==> src/hw/rtl/odcf_pkg.sv <==
`timescale 1ns / 1ps

package odcf_pkg;

	// Default panel size
	localparam int DEF_PANEL_WIDTH  = 96;
	localparam int DEF_PANEL_HEIGHT = 64;

	// Command queue between front and back
	localparam int QDEPTH = 2;
	localparam int QPTR_W = $clog2(QDEPTH);
	localparam int QCNT_W = $clog2(QDEPTH + 1);

	// Request opcodes
	localparam logic [3:0] OP_POINT  = 4'd0;
	localparam logic [3:0] OP_LINE   = 4'd1;
	localparam logic [3:0] OP_RECT   = 4'd2;
	localparam logic [3:0] OP_FILL   = 4'd3;
	localparam logic [3:0] OP_CLEAR  = 4'd4;
	localparam logic [3:0] OP_ON     = 4'd5;
	localparam logic [3:0] OP_OFF    = 4'd6;
	localparam logic [3:0] OP_WINDOW = 4'd7;
	localparam logic [3:0] OP_PIXEL  = 4'd8;
	localparam logic [3:0] OP_REMAP  = 4'd9;

	// Controller command bytes
	localparam logic [7:0] CMD_COL_ADDR = 8'h15;
	localparam logic [7:0] CMD_ROW_ADDR = 8'h75;
	localparam logic [7:0] CMD_LINE     = 8'h21;
	localparam logic [7:0] CMD_FILL_EN  = 8'h26;
	localparam logic [7:0] CMD_RECT     = 8'h22;
	localparam logic [7:0] CMD_CLEAR    = 8'h25;
	localparam logic [7:0] CMD_DISP_ON  = 8'hAF;
	localparam logic [7:0] CMD_DISP_OFF = 8'hAE;
	localparam logic [7:0] CMD_REMAP    = 8'hA0;
	localparam logic [7:0] REMAP_ROT0   = 8'h60;
	localparam logic [7:0] REMAP_ROT1   = 8'h70;
	localparam logic [7:0] REMAP_ROT2   = 8'h72;
	localparam logic [7:0] REMAP_ROT3   = 8'h62;

	// Classified request, coordinates already swapped for rotation
	typedef struct packed {
		logic [3:0]  op;
		logic [7:0]  x0;
		logic [7:0]  y0;
		logic [7:0]  x1;
		logic [7:0]  y1;
		logic [15:0] color;
		logic [1:0]  rot;
		logic [3:0]  last_idx;
	} cmd_t;

	// Queue status seen by the top level
	typedef struct packed {
		logic [QCNT_W-1:0] count;
		logic              full;
	} q_stat_t;

	// Sequencer status seen by the top level
	typedef struct packed {
		logic [3:0] idx;
		logic       pop;
	} back_stat_t;

endpackage

==> src/hw/rtl/odcf_front.sv <==
`timescale 1ns / 1ps

module odcf_front import odcf_pkg::*; (
	input  logic        clk,
	input  logic        arst_n,
	input  logic        cfg_wen,
	input  logic [1:0]  cfg_wdata,
	input  logic        in_valid,
	output logic        in_ready,
	input  logic [3:0]  opcode,
	input  logic [7:0]  start_x,
	input  logic [7:0]  start_y,
	input  logic [7:0]  end_x,
	input  logic [7:0]  end_y,
	input  logic [15:0] pixel_color,
	input  logic        q_full,
	output logic        push,
	output cmd_t        push_cmd
);

	logic [1:0] rotation_q;
	logic       op_known;
	logic       swap;
	logic [3:0] last_idx;

	// Rotation register
	always_ff @(posedge clk or negedge arst_n) begin
		if (!arst_n) begin
			rotation_q <= 2'd0;
		end else if (cfg_wen) begin
			rotation_q <= cfg_wdata;
		end
	end

	// Run length of each request, as index of its final byte
	always_comb begin
		last_idx = 4'd0;
		case (opcode)
			OP_POINT:  last_idx = 4'd7;
			OP_LINE:   last_idx = 4'd7;
			OP_RECT:   last_idx = 4'd12;
			OP_FILL:   last_idx = 4'd12;
			OP_CLEAR:  last_idx = 4'd4;
			OP_ON:     last_idx = 4'd0;
			OP_OFF:    last_idx = 4'd0;
			OP_WINDOW: last_idx = 4'd5;
			OP_PIXEL:  last_idx = 4'd1;
			OP_REMAP:  last_idx = 4'd1;
			default:   last_idx = 4'd0;
		endcase
	end

	// Unused opcodes are taken and dropped: they give no bytes
	assign op_known = opcode inside {[OP_POINT:OP_REMAP]};
	assign swap     = rotation_q[0];
	assign in_ready = !q_full;
	assign push     = in_valid && in_ready && op_known;

	always_comb begin
		push_cmd.op       = opcode;
		push_cmd.x0       = swap ? start_y : start_x;
		push_cmd.y0       = swap ? start_x : start_y;
		push_cmd.x1       = swap ? end_y : end_x;
		push_cmd.y1       = swap ? end_x : end_y;
		push_cmd.color    = pixel_color;
		push_cmd.rot      = rotation_q;
		push_cmd.last_idx = last_idx;
	end

endmodule

==> src/hw/rtl/odcf_queue.sv <==
`timescale 1ns / 1ps

module odcf_queue import odcf_pkg::*; (
	input  logic    clk,
	input  logic    arst_n,
	input  logic    push,
	input  cmd_t    push_cmd,
	input  logic    pop,
	output logic    q_valid,
	output cmd_t    q_cmd,
	output q_stat_t q_stat
);

	cmd_t              mem_q [QDEPTH];
	logic [QPTR_W-1:0] wr_ptr_q;
	logic [QPTR_W-1:0] rd_ptr_q;
	logic [QCNT_W-1:0] count_q;
	logic              do_push;
	logic              do_pop;

	assign q_valid = count_q != '0;
	assign q_stat.count = count_q;
	assign q_stat.full  = count_q == QCNT_W'(QDEPTH);
	assign do_push = push && !q_stat.full;
	assign do_pop  = pop && q_valid;
	assign q_cmd   = mem_q[rd_ptr_q];

	// Storage, no reset
	always_ff @(posedge clk) begin
		if (do_push) begin
			mem_q[wr_ptr_q] <= push_cmd;
		end
	end

	// Pointers and fill count
	always_ff @(posedge clk or negedge arst_n) begin
		if (!arst_n) begin
			wr_ptr_q <= '0;
			rd_ptr_q <= '0;
			count_q  <= '0;
		end else begin
			if (do_push) begin
				wr_ptr_q <= (wr_ptr_q == QPTR_W'(QDEPTH - 1)) ? '0 : wr_ptr_q + 1'b1;
			end
			if (do_pop) begin
				rd_ptr_q <= (rd_ptr_q == QPTR_W'(QDEPTH - 1)) ? '0 : rd_ptr_q + 1'b1;
			end
			if (do_push && !do_pop) begin
				count_q <= count_q + 1'b1;
			end else if (do_pop && !do_push) begin
				count_q <= count_q - 1'b1;
			end
		end
	end

endmodule

==> src/hw/rtl/odcf_back.sv <==
`timescale 1ns / 1ps

module odcf_back import odcf_pkg::*; #(
	parameter int PANEL_WIDTH  = DEF_PANEL_WIDTH,
	parameter int PANEL_HEIGHT = DEF_PANEL_HEIGHT
) (
	input  logic       clk,
	input  logic       arst_n,
	input  logic       q_valid,
	input  cmd_t       q_cmd,
	output back_stat_t stat,
	output logic       out_valid,
	input  logic       out_ready,
	output logic [7:0] out_byte,
	output logic       is_data,
	output logic       last_byte
);

	localparam logic [7:0] WM = 8'(PANEL_WIDTH - 1);
	localparam logic [7:0] HM = 8'(PANEL_HEIGHT - 1);

	logic [3:0] idx_q;
	logic       out_valid_q;
	logic [7:0] out_byte_q;
	logic       is_data_q;
	logic       last_q;
	logic       advance;
	logic       take;
	logic       at_last;
	logic [7:0] sel_byte;
	logic       sel_data;
	logic [7:0] ch_r;
	logic [7:0] ch_g;
	logic [7:0] ch_b;
	logic [7:0] remap_byte;
	logic       fill;

	// Colour channels, 6 bits each
	assign ch_r = {2'b00, q_cmd.color[15:11], 1'b0};
	assign ch_g = {2'b00, q_cmd.color[10:5]};
	assign ch_b = {2'b00, q_cmd.color[4:0], 1'b0};
	assign fill = q_cmd.op == OP_FILL;

	always_comb begin
		case (q_cmd.rot)
			2'd1:    remap_byte = REMAP_ROT1;
			2'd2:    remap_byte = REMAP_ROT2;
			2'd3:    remap_byte = REMAP_ROT3;
			default: remap_byte = REMAP_ROT0;
		endcase
	end

	// Byte select for the current position in the run
	always_comb begin
		sel_byte = 8'h00;
		sel_data = 1'b0;
		case (q_cmd.op)
			OP_POINT: begin
				case (idx_q)
					4'd0:    sel_byte = CMD_COL_ADDR;
					4'd1:    sel_byte = q_cmd.x0;
					4'd2:    sel_byte = WM;
					4'd3:    sel_byte = CMD_ROW_ADDR;
					4'd4:    sel_byte = q_cmd.y0;
					4'd5:    sel_byte = HM;
					4'd6:    begin sel_byte = q_cmd.color[15:8]; sel_data = 1'b1; end
					default: begin sel_byte = q_cmd.color[7:0]; sel_data = 1'b1; end
				endcase
			end
			OP_LINE: begin
				case (idx_q)
					4'd0:    sel_byte = CMD_LINE;
					4'd1:    sel_byte = q_cmd.x0;
					4'd2:    sel_byte = q_cmd.y0;
					4'd3:    sel_byte = q_cmd.x1;
					4'd4:    sel_byte = q_cmd.y1;
					4'd5:    sel_byte = ch_r;
					4'd6:    sel_byte = ch_g;
					default: sel_byte = ch_b;
				endcase
			end
			OP_RECT, OP_FILL: begin
				case (idx_q)
					4'd0:    sel_byte = CMD_FILL_EN;
					4'd1:    sel_byte = {7'd0, fill};
					4'd2:    sel_byte = CMD_RECT;
					4'd3:    sel_byte = q_cmd.x0;
					4'd4:    sel_byte = q_cmd.y0;
					4'd5:    sel_byte = q_cmd.x1;
					4'd6:    sel_byte = q_cmd.y1;
					4'd7:    sel_byte = ch_r;
					4'd8:    sel_byte = ch_g;
					4'd9:    sel_byte = ch_b;
					4'd10:   sel_byte = fill ? ch_r : 8'h00;
					4'd11:   sel_byte = fill ? ch_g : 8'h00;
					default: sel_byte = fill ? ch_b : 8'h00;
				endcase
			end
			OP_CLEAR: begin
				case (idx_q)
					4'd0:    sel_byte = CMD_CLEAR;
					4'd3:    sel_byte = WM;
					4'd4:    sel_byte = HM;
					default: sel_byte = 8'h00;
				endcase
			end
			OP_ON:  sel_byte = CMD_DISP_ON;
			OP_OFF: sel_byte = CMD_DISP_OFF;
			OP_WINDOW: begin
				case (idx_q)
					4'd0:    sel_byte = CMD_COL_ADDR;
					4'd1:    sel_byte = q_cmd.x0;
					4'd2:    sel_byte = q_cmd.x0 + WM;
					4'd3:    sel_byte = CMD_ROW_ADDR;
					4'd4:    sel_byte = q_cmd.y0;
					default: sel_byte = q_cmd.y0 + HM;
				endcase
			end
			OP_PIXEL: begin
				sel_data = 1'b1;
				sel_byte = (idx_q == 4'd0) ? q_cmd.color[15:8] : q_cmd.color[7:0];
			end
			OP_REMAP: sel_byte = (idx_q == 4'd0) ? CMD_REMAP : remap_byte;
			default: begin
				sel_byte = 8'h00;
				sel_data = 1'b0;
			end
		endcase
	end

	// Output register frees up when empty or when its word is taken
	assign advance = !out_valid_q || out_ready;
	assign take    = advance && q_valid;
	assign at_last = idx_q == q_cmd.last_idx;

	always_ff @(posedge clk or negedge arst_n) begin
		if (!arst_n) begin
			idx_q       <= 4'd0;
			out_valid_q <= 1'b0;
		end else if (take) begin
			idx_q       <= at_last ? 4'd0 : idx_q + 4'd1;
			out_valid_q <= 1'b1;
		end else if (advance) begin
			out_valid_q <= 1'b0;
		end
	end

	// Output word, no reset
	always_ff @(posedge clk) begin
		if (take) begin
			out_byte_q <= sel_byte;
			is_data_q  <= sel_data;
			last_q     <= at_last;
		end
	end

	assign stat.idx  = idx_q;
	assign stat.pop  = take && at_last;
	assign out_valid = out_valid_q;
	assign out_byte  = out_byte_q;
	assign is_data   = is_data_q;
	assign last_byte = last_q;

endmodule

==> src/hw/rtl/oled_draw_command_formatter_top.sv <==
// The first byte of a run goes through the command queue and then the output register.
// Throughput: one byte per cycle while out_ready is high and a request is queued; a
// request gives 1 to 13 bytes (13 for rectangles). A two-entry command queue lets
// requests be taken while an earlier run is still going out; unused opcodes are
// taken and give no bytes.
// Reset (arst_n, asynchronous): rotation 0, command queue and output register empty.
`timescale 1ns / 1ps

module oled_draw_command_formatter_top import odcf_pkg::*; #(
	parameter int PANEL_WIDTH  = DEF_PANEL_WIDTH,
	parameter int PANEL_HEIGHT = DEF_PANEL_HEIGHT
) (
	input  logic        clk,
	input  logic        arst_n,
	input  logic        cfg_wen,
	input  logic [1:0]  cfg_wdata,
	input  logic        in_valid,
	output logic        in_ready,
	input  logic [3:0]  opcode,
	input  logic [7:0]  start_x,
	input  logic [7:0]  start_y,
	input  logic [7:0]  end_x,
	input  logic [7:0]  end_y,
	input  logic [15:0] pixel_color,
	output logic        out_valid,
	input  logic        out_ready,
	output logic [7:0]  out_byte,
	output logic        is_data,
	output logic        last_byte
);

	logic       push;
	cmd_t       push_cmd;
	logic       q_valid;
	cmd_t       q_cmd;
	q_stat_t    q_stat;
	back_stat_t back_stat;

	// Front: rotation, swap, classification
	odcf_front u_front (
		.clk        (clk),
		.arst_n     (arst_n),
		.cfg_wen    (cfg_wen),
		.cfg_wdata  (cfg_wdata),
		.in_valid   (in_valid),
		.in_ready   (in_ready),
		.opcode     (opcode),
		.start_x    (start_x),
		.start_y    (start_y),
		.end_x      (end_x),
		.end_y      (end_y),
		.pixel_color(pixel_color),
		.q_full     (q_stat.full),
		.push       (push),
		.push_cmd   (push_cmd)
	);

	// Command queue
	odcf_queue u_queue (
		.clk     (clk),
		.arst_n  (arst_n),
		.push    (push),
		.push_cmd(push_cmd),
		.pop     (back_stat.pop),
		.q_valid (q_valid),
		.q_cmd   (q_cmd),
		.q_stat  (q_stat)
	);

	// Back: byte sequencer and output register
	odcf_back #(
		.PANEL_WIDTH (PANEL_WIDTH),
		.PANEL_HEIGHT(PANEL_HEIGHT)
	) u_back (
		.clk      (clk),
		.arst_n   (arst_n),
		.q_valid  (q_valid),
		.q_cmd    (q_cmd),
		.stat     (back_stat),
		.out_valid(out_valid),
		.out_ready(out_ready),
		.out_byte (out_byte),
		.is_data  (is_data),
		.last_byte(last_byte)
	);

`ifndef ASSERT_OFF
	// Sequencer only retires a command that the queue holds
	a_pop_nonempty: assert property (@(posedge clk) disable iff (!arst_n)
		back_stat.pop |-> q_valid)
		else $error("command popped from empty queue");

	// A final word waiting at the output leaves the sequencer at the run start
	a_last_idx_clear: assert property (@(posedge clk) disable iff (!arst_n)
		(out_valid && last_byte) |-> (back_stat.idx == 4'd0))
		else $error("run index not cleared after final word");

	// A stalled output word freezes the sequencer position
	a_stall_holds_idx: assert property (@(posedge clk) disable iff (!arst_n)
		(out_valid && !out_ready) |=> $stable(back_stat.idx))
		else $error("sequencer moved during output stall");

	// Front is blocked only by a full queue
	a_ready_full: assert property (@(posedge clk) disable iff (!arst_n)
		!in_ready |-> (q_stat.count == QCNT_W'(QDEPTH)))
		else $error("front stalled with queue space free");
`endif

endmodule

==> config.mk <==
export PLATFORM = sky130hd
export DESIGN_NAME = oled_draw_command_formatter_top
export DESIGN_NICKNAME = d
export VERILOG_FILES = /design/src/hw/rtl/odcf_pkg.sv /design/src/hw/rtl/odcf_front.sv /design/src/hw/rtl/odcf_queue.sv /design/src/hw/rtl/odcf_back.sv /design/src/hw/rtl/oled_draw_command_formatter_top.sv
export SDC_FILE = /design/constraint.sdc
export NUM_CORES = 1
export LEC_CHECK = 0
export BUFFER_PORTS_ARGS = -buffer_cell sky130_fd_sc_hd__buf_4
export CELL_PAD_IN_SITES_DETAIL_PLACEMENT = 0
export CELL_PAD_IN_SITES_GLOBAL_PLACEMENT = 1
export CORE_MARGIN = 3
export CORE_UTILIZATION = 44
export CTS_CLUSTER_DIAMETER = 80
export DETAILED_ROUTE_END_ITERATION = 10
export PLACE_DENSITY = 0.78
export SYNTH_ARGS = -nofsm -noshare
export SYNTH_HDL_FRONTEND = slang
export SYNTH_SLANG_ARGS = --single-unit
==> constraint.sdc <==
create_clock -name clk -period 3.6 [get_ports clk]
set_input_delay 0.54 -clock clk [delete_from_list [all_inputs] [get_ports clk]]
set_output_delay 0.54 -clock clk [all_outputs]
set_load 0.005 [all_outputs]
==> impl_summary.md <==
Global route
The routing layer with the top usage in global route is met2. The met2 layer usage reported by global route is approximately 37%. The number of antenna violations at the first check in global routing is 0. Entering global routing, the biggest net connects 39 pins. The first global-routing pass estimated approximately 33,000 µm of wire. The number of global-route vias before repair was 5,599. The all-layer global routing usage is 23.4%. The global-route congestion overflow total is 0.

The met1 usage in global routing is about a third. For met3 alone, demand over resource in global routing was slightly below 5%.

Yosys
The synthesized netlist net count is 686. In the synthesized netlist the dominant register cell turns out to be sky130_fd_sc_hd__edfxtp_1. The number of flip-flops and latches in the synthesized netlist is ~140.

Yosys attributes the largest share of cell area to sky130_fd_sc_hd__edfxtp_1, sky130_fd_sc_hd__mux2_2, sky130_fd_sc_hd__mux2i_1, sky130_fd_sc_hd__dfrtp_1, sky130_fd_sc_hd__nor2_1. The average footprint of a synthesized cell is roughly 12 µm². Counting every instance in the synthesized netlist gives roughly 600. The top cell type by area accounts for approximately half of the synthesized area. Yosys mapped a number of flops with a built-in enable equal to approximately 130. sky130_fd_sc_hd__edfxtp_1 takes more of the synthesized area than any other cell. The cell area after technology mapping is 0.00765 mm². The Yosys step of the flow raised 0 warnings. In this run, distinct cell masters in the synthesized netlist total 77. The sequential fraction of the synthesis area is 53.1%.

In the synthesized netlist the async set-or-reset flop fraction comes to 8.03%.

Setup path
The signal on the critical path passes through inv_1 -> ha_1 -> or3b_1 -> mux2_4 -> nand3_1 -> o311ai_1 -> or4_1. The required time at the endpoint of the critical path is 3.76 ns. The critical path start-end classification is reg2reg. The kind of start point of the critical path is a register. Along the worst path, the maximum fanout reaches 15.

The worst endpoint data arrival time is 3.27 ns. On the worst path, the slowest cell contributes a delay of 0.68 ns. The cell type of the slowest stage on the worst timing path is sky130_fd_sc_hd__or3b_1. STA classifies the critical path endpoint as a register.

Placed design
The quantity of I/O buffers inserted on ports is 70. At the end of routability-driven placement, the weighted congestion stood at ~1.0. The estimated wirelength of the detail-placed design is 15,900 µm.

Detailed routing
The pre-antenna-repair detailed-routing pass consisted of 7 iterations. The total routed wirelength is 21,500 µm. In this run the remaining antenna-violating nets after routing total 0.

Dividing the detail-routed via count by the number of cells gives between 6 and 7. The number of remaining DRC errors is 0. The final route contains 5,620 vias.

After detailed routing, the average wire length per cell comes to 23.1 µm. In this run, the number of DRC markers left after iteration 0 of detailed routing was about 420.

Timing
The peak clock frequency supported by timing is approximately 0.32 GHz. The number of hold-slack violations in the final timing report is 0. Of the available clock period, the critical path in the final layout requires 86.5%. The slew at the pin closest to its max-slew limit is 0.883 ns. The number of max-slew violations in the final report was 0. The final setup skew is around 0.011 ns.

Setup repair after global routing left no endpoint under its margin. The smallest clock period supported by the final layout is computed as slightly above 3 ns. Measured against its own limit, the worst slew margin works out to between 40% and 50%.

The number of setup violations in the final report is 0. Summed over all failing endpoints, the final setup total negative slack is 0 ns.

Clock network
Buffers inserted during clock tree synthesis total 17. The master cell of the clock root buffer is sky130_fd_sc_hd__clkbuf_16. The number of cells upsized or downsized after cts is 0. Counting every sink on the clock net gives ~140. The maximum level of the CTS H-tree is 4. The maximum root-to-sink buffer count is 2. The clock slew seen by the registers of the worst setup and hold paths is about 0.06 ns. The clock insertion delay at the later pin of the skew report is approximately 0.43 ns. TritonCTS built the clock tree.

Power and ir drop
Total power for the finished layout comes to between 7 and 8 mW. The worst supply voltage drop on vdd is 365 µV. The power per unit of standard cell area is around 840 mW/mm².

The leakage power is around 3.2 nW.

Status
The run finished with clean final reports.

Die
The total area inside the core boundary comes to around 0.017 mm². The die is 138 µm tall. The I/O pin total is between 70 and 80. The area of the die is between 0.015 and 0.02 mm². The horizontal die dimension is 138 µm.

Row generation in the floorplan step produced 47 rows. The starting density of the core is between 40% and 50%.

Worst hold path
The worst hold-check path type is in2reg.

Layout
The count of antenna diodes in the layout is 0. Compared with the post-synthesis result, the final layout area differs by 17.9%. The net total in the final layout is around 770. The proportion of layout cells with a drive suffix above 1 is 28.7%.

Job
The number of max-capacitance violations reported is 0.
==> synthesized netlist by cell type, types with 4 or more instances <==
master	count
sky130_fd_sc_hd__mux2i_1	37
sky130_fd_sc_hd__a31oi_1	4
sky130_fd_sc_hd__nor4_1	4
sky130_fd_sc_hd__a22oi_1	8
sky130_fd_sc_hd__clkbuf_1	8
sky130_fd_sc_hd__nand3b_1	6
sky130_fd_sc_hd__o211ai_1	10
sky130_fd_sc_hd__nand4_1	5
sky130_fd_sc_hd__xor2_1	9
sky130_fd_sc_hd__or3_1	4
sky130_fd_sc_hd__buf_4	4
sky130_fd_sc_hd__nor2_1	48
sky130_fd_sc_hd__inv_1	12
sky130_fd_sc_hd__buf_6	9
sky130_fd_sc_hd__o21ai_0	16
sky130_fd_sc_hd__nand2_1	30
sky130_fd_sc_hd__buf_2	7
sky130_fd_sc_hd__or4_1	4
sky130_fd_sc_hd__o22ai_1	26
sky130_fd_sc_hd__edfxtp_1	126
sky130_fd_sc_hd__nand3_1	11
sky130_fd_sc_hd__or3b_2	4
sky130_fd_sc_hd__a21oi_1	15
sky130_fd_sc_hd__nand2b_1	9
sky130_fd_sc_hd__dfrtp_1	11
sky130_fd_sc_hd__a211oi_1	6
sky130_fd_sc_hd__nor3b_1	8
sky130_fd_sc_hd__nor3_1	19
sky130_fd_sc_hd__ha_1	10
sky130_fd_sc_hd__mux2_2	52
sky130_fd_sc_hd__xnor2_1	13
sky130_fd_sc_hd__nor2b_1	4
==> metrics by stage <==
step | setup slack [ns] | cells | area, µm² | utilization (%) | hold slack (ns)
after floorplan | 0.499 | 617 | 7650 | - | 0.244
final | 0.484 | 930 | 9020 | 53.6 | 0.299
after detailed placement | 0.522 | 897 | 8420 | 50.1 | 0.399
after global routing | 0.365 | 930 | 9020 | 53.6 | 0.293
after global placement | 0.555 | 897 | 8420 | 50.1 | 0.396
after CTS | 0.496 | 930 | 9020 | 53.6 | 0.282
==> worst paths after layout <==
check                      slack [ns]  cells after the start                              start                              to
max in group asynchronous        2.91                      2                             arst_n    u_queue.rd_ptr_q$_DFFE_PN0P_
max reg2reg                      0.48                      7        u_back.idx_q[0]$_DFFE_PN0P_    u_back.out_byte[3]$_DFFE_PP_
min                              0.30                      1                     pixel_color[9]  u_queue.mem_q[1][15]$_DFFE_PP_
max                              0.48                      7        u_back.idx_q[0]$_DFFE_PN0P_    u_back.out_byte[3]$_DFFE_PP_
min in group asynchronous        0.50                      2                             arst_n     u_back.idx_q[1]$_DFFE_PN0P_
min reg2reg                      0.48                      0  u_front.rotation_q[1]$_DFFE_PN0P_   u_queue.mem_q[1][5]$_DFFE_PP_
==> registers in the layout, summed over array words and instances (netlist names) <==
| name | flops |
|---|---|
| u_queue.rd_ptr_q | 1 |
| u_queue.wr_ptr_q | 1 |
| u_back.last_byte | 1 |
| u_back.idx_q | 4 |
| u_back.out_byte | 8 |
| u_queue.count_q | 2 |
| u_back.out_valid | 1 |
| u_front.rotation_q | 2 |
| u_queue.mem_q | 116 |
| u_back.is_data | 1 |
==> final cells by class <==
type / count / area [µm²]
clock buffers: 20 / 437
fillers: 1466 / 7800
clock inverters: 12 / 149
multi-input cells: 437 / 3340
inverters: 12 / 45.0
well taps: 220 / 275
repair buffers: 92 / 706
flip-flops and latches: 137 / 4060
==> per-layer routing <==
| layer | up-vias | routed length, µm |
|---|---|---|
| met5 | - | 0 |
| met4 | 0 | 573 |
| met3 | 50 | 1410 |
| met2 | 227 | 9950 |
| met1 | 2745 | 9540 |
| li1 | 2598 | - |
==> power by group <==
part,switching [mW],internal [mW],leakage (nW)
Combinational,2.04,1.36,1.65
Sequential,0.297,2.14,1.30
Clock,0.661,1.09,0.278
==> layout by cell type (no fill, tap or decap), types with 5 or more instances in the layout <==
| master | synthesis | layout |
|---|---|---|
| sky130_fd_sc_hd__o22ai_1 | 26 | 26 |
| sky130_fd_sc_hd__nand2b_1 | 9 | 9 |
| sky130_fd_sc_hd__o21ai_0 | 16 | 16 |
| sky130_fd_sc_hd__nand3_1 | 11 | 11 |
| sky130_fd_sc_hd__ha_1 | 10 | 10 |
| sky130_fd_sc_hd__a21oi_1 | 15 | 15 |
| sky130_fd_sc_hd__nor2_1 | 48 | 48 |
| sky130_fd_sc_hd__mux2i_1 | 37 | 37 |
| sky130_fd_sc_hd__nand2_1 | 30 | 30 |
| sky130_fd_sc_hd__nor3_1 | 19 | 19 |
| sky130_fd_sc_hd__edfxtp_1 | 126 | 126 |
| sky130_fd_sc_hd__a22oi_1 | 8 | 8 |
| sky130_fd_sc_hd__xor2_1 | 9 | 9 |
| sky130_fd_sc_hd__clkbuf_16 | 0 | 17 |
| sky130_fd_sc_hd__nor3b_1 | 8 | 8 |
| sky130_fd_sc_hd__nand3b_1 | 6 | 6 |
| sky130_fd_sc_hd__dfrtp_1 | 11 | 10 |
| sky130_fd_sc_hd__nand4_1 | 5 | 5 |
| sky130_fd_sc_hd__o211ai_1 | 10 | 10 |
| sky130_fd_sc_hd__a211oi_1 | 6 | 6 |
| sky130_fd_sc_hd__inv_1 | 12 | 12 |
| sky130_fd_sc_hd__mux2_2 | 52 | 52 |
| sky130_fd_sc_hd__buf_4 | 4 | 90 |
| sky130_fd_sc_hd__xnor2_1 | 13 | 13 |
==> logic make-up (layout without fill, tap and decap cells) <==
logic type                 after synthesis  after routing  synth area share (%)
adders and majority gates               10             10                  1.64
muxes                                   96             96                  14.0
AOI/OAI and AO/OA                      136            136                  13.2
xor gates and xnor gates                22             22                  2.52
DFF                                    137            137                  53.1
buffers and inverters                   43            136                  3.31
and+or+nand+nor                        173            173                  12.2
==> worst max-delay path, delay by kind of cell (launching register included) <==
kind            cells  cell delay [ns]
simple gates        3             1.30
fa+ha+maj           1             0.43
buf+inv             1             0.12
flops               1             0.47
mux                 1             0.40
compound gates      1             0.13
==> what timing repair did <==
action / in CTS / in global routing
hold endpoints to repair: 11 / 0
hold buffers: 1 / 0
endpoints found under the setup margin: 0 / 0
setup buffers: 0 / 0
No activity file was read; power rests on OpenSTA's default activity.
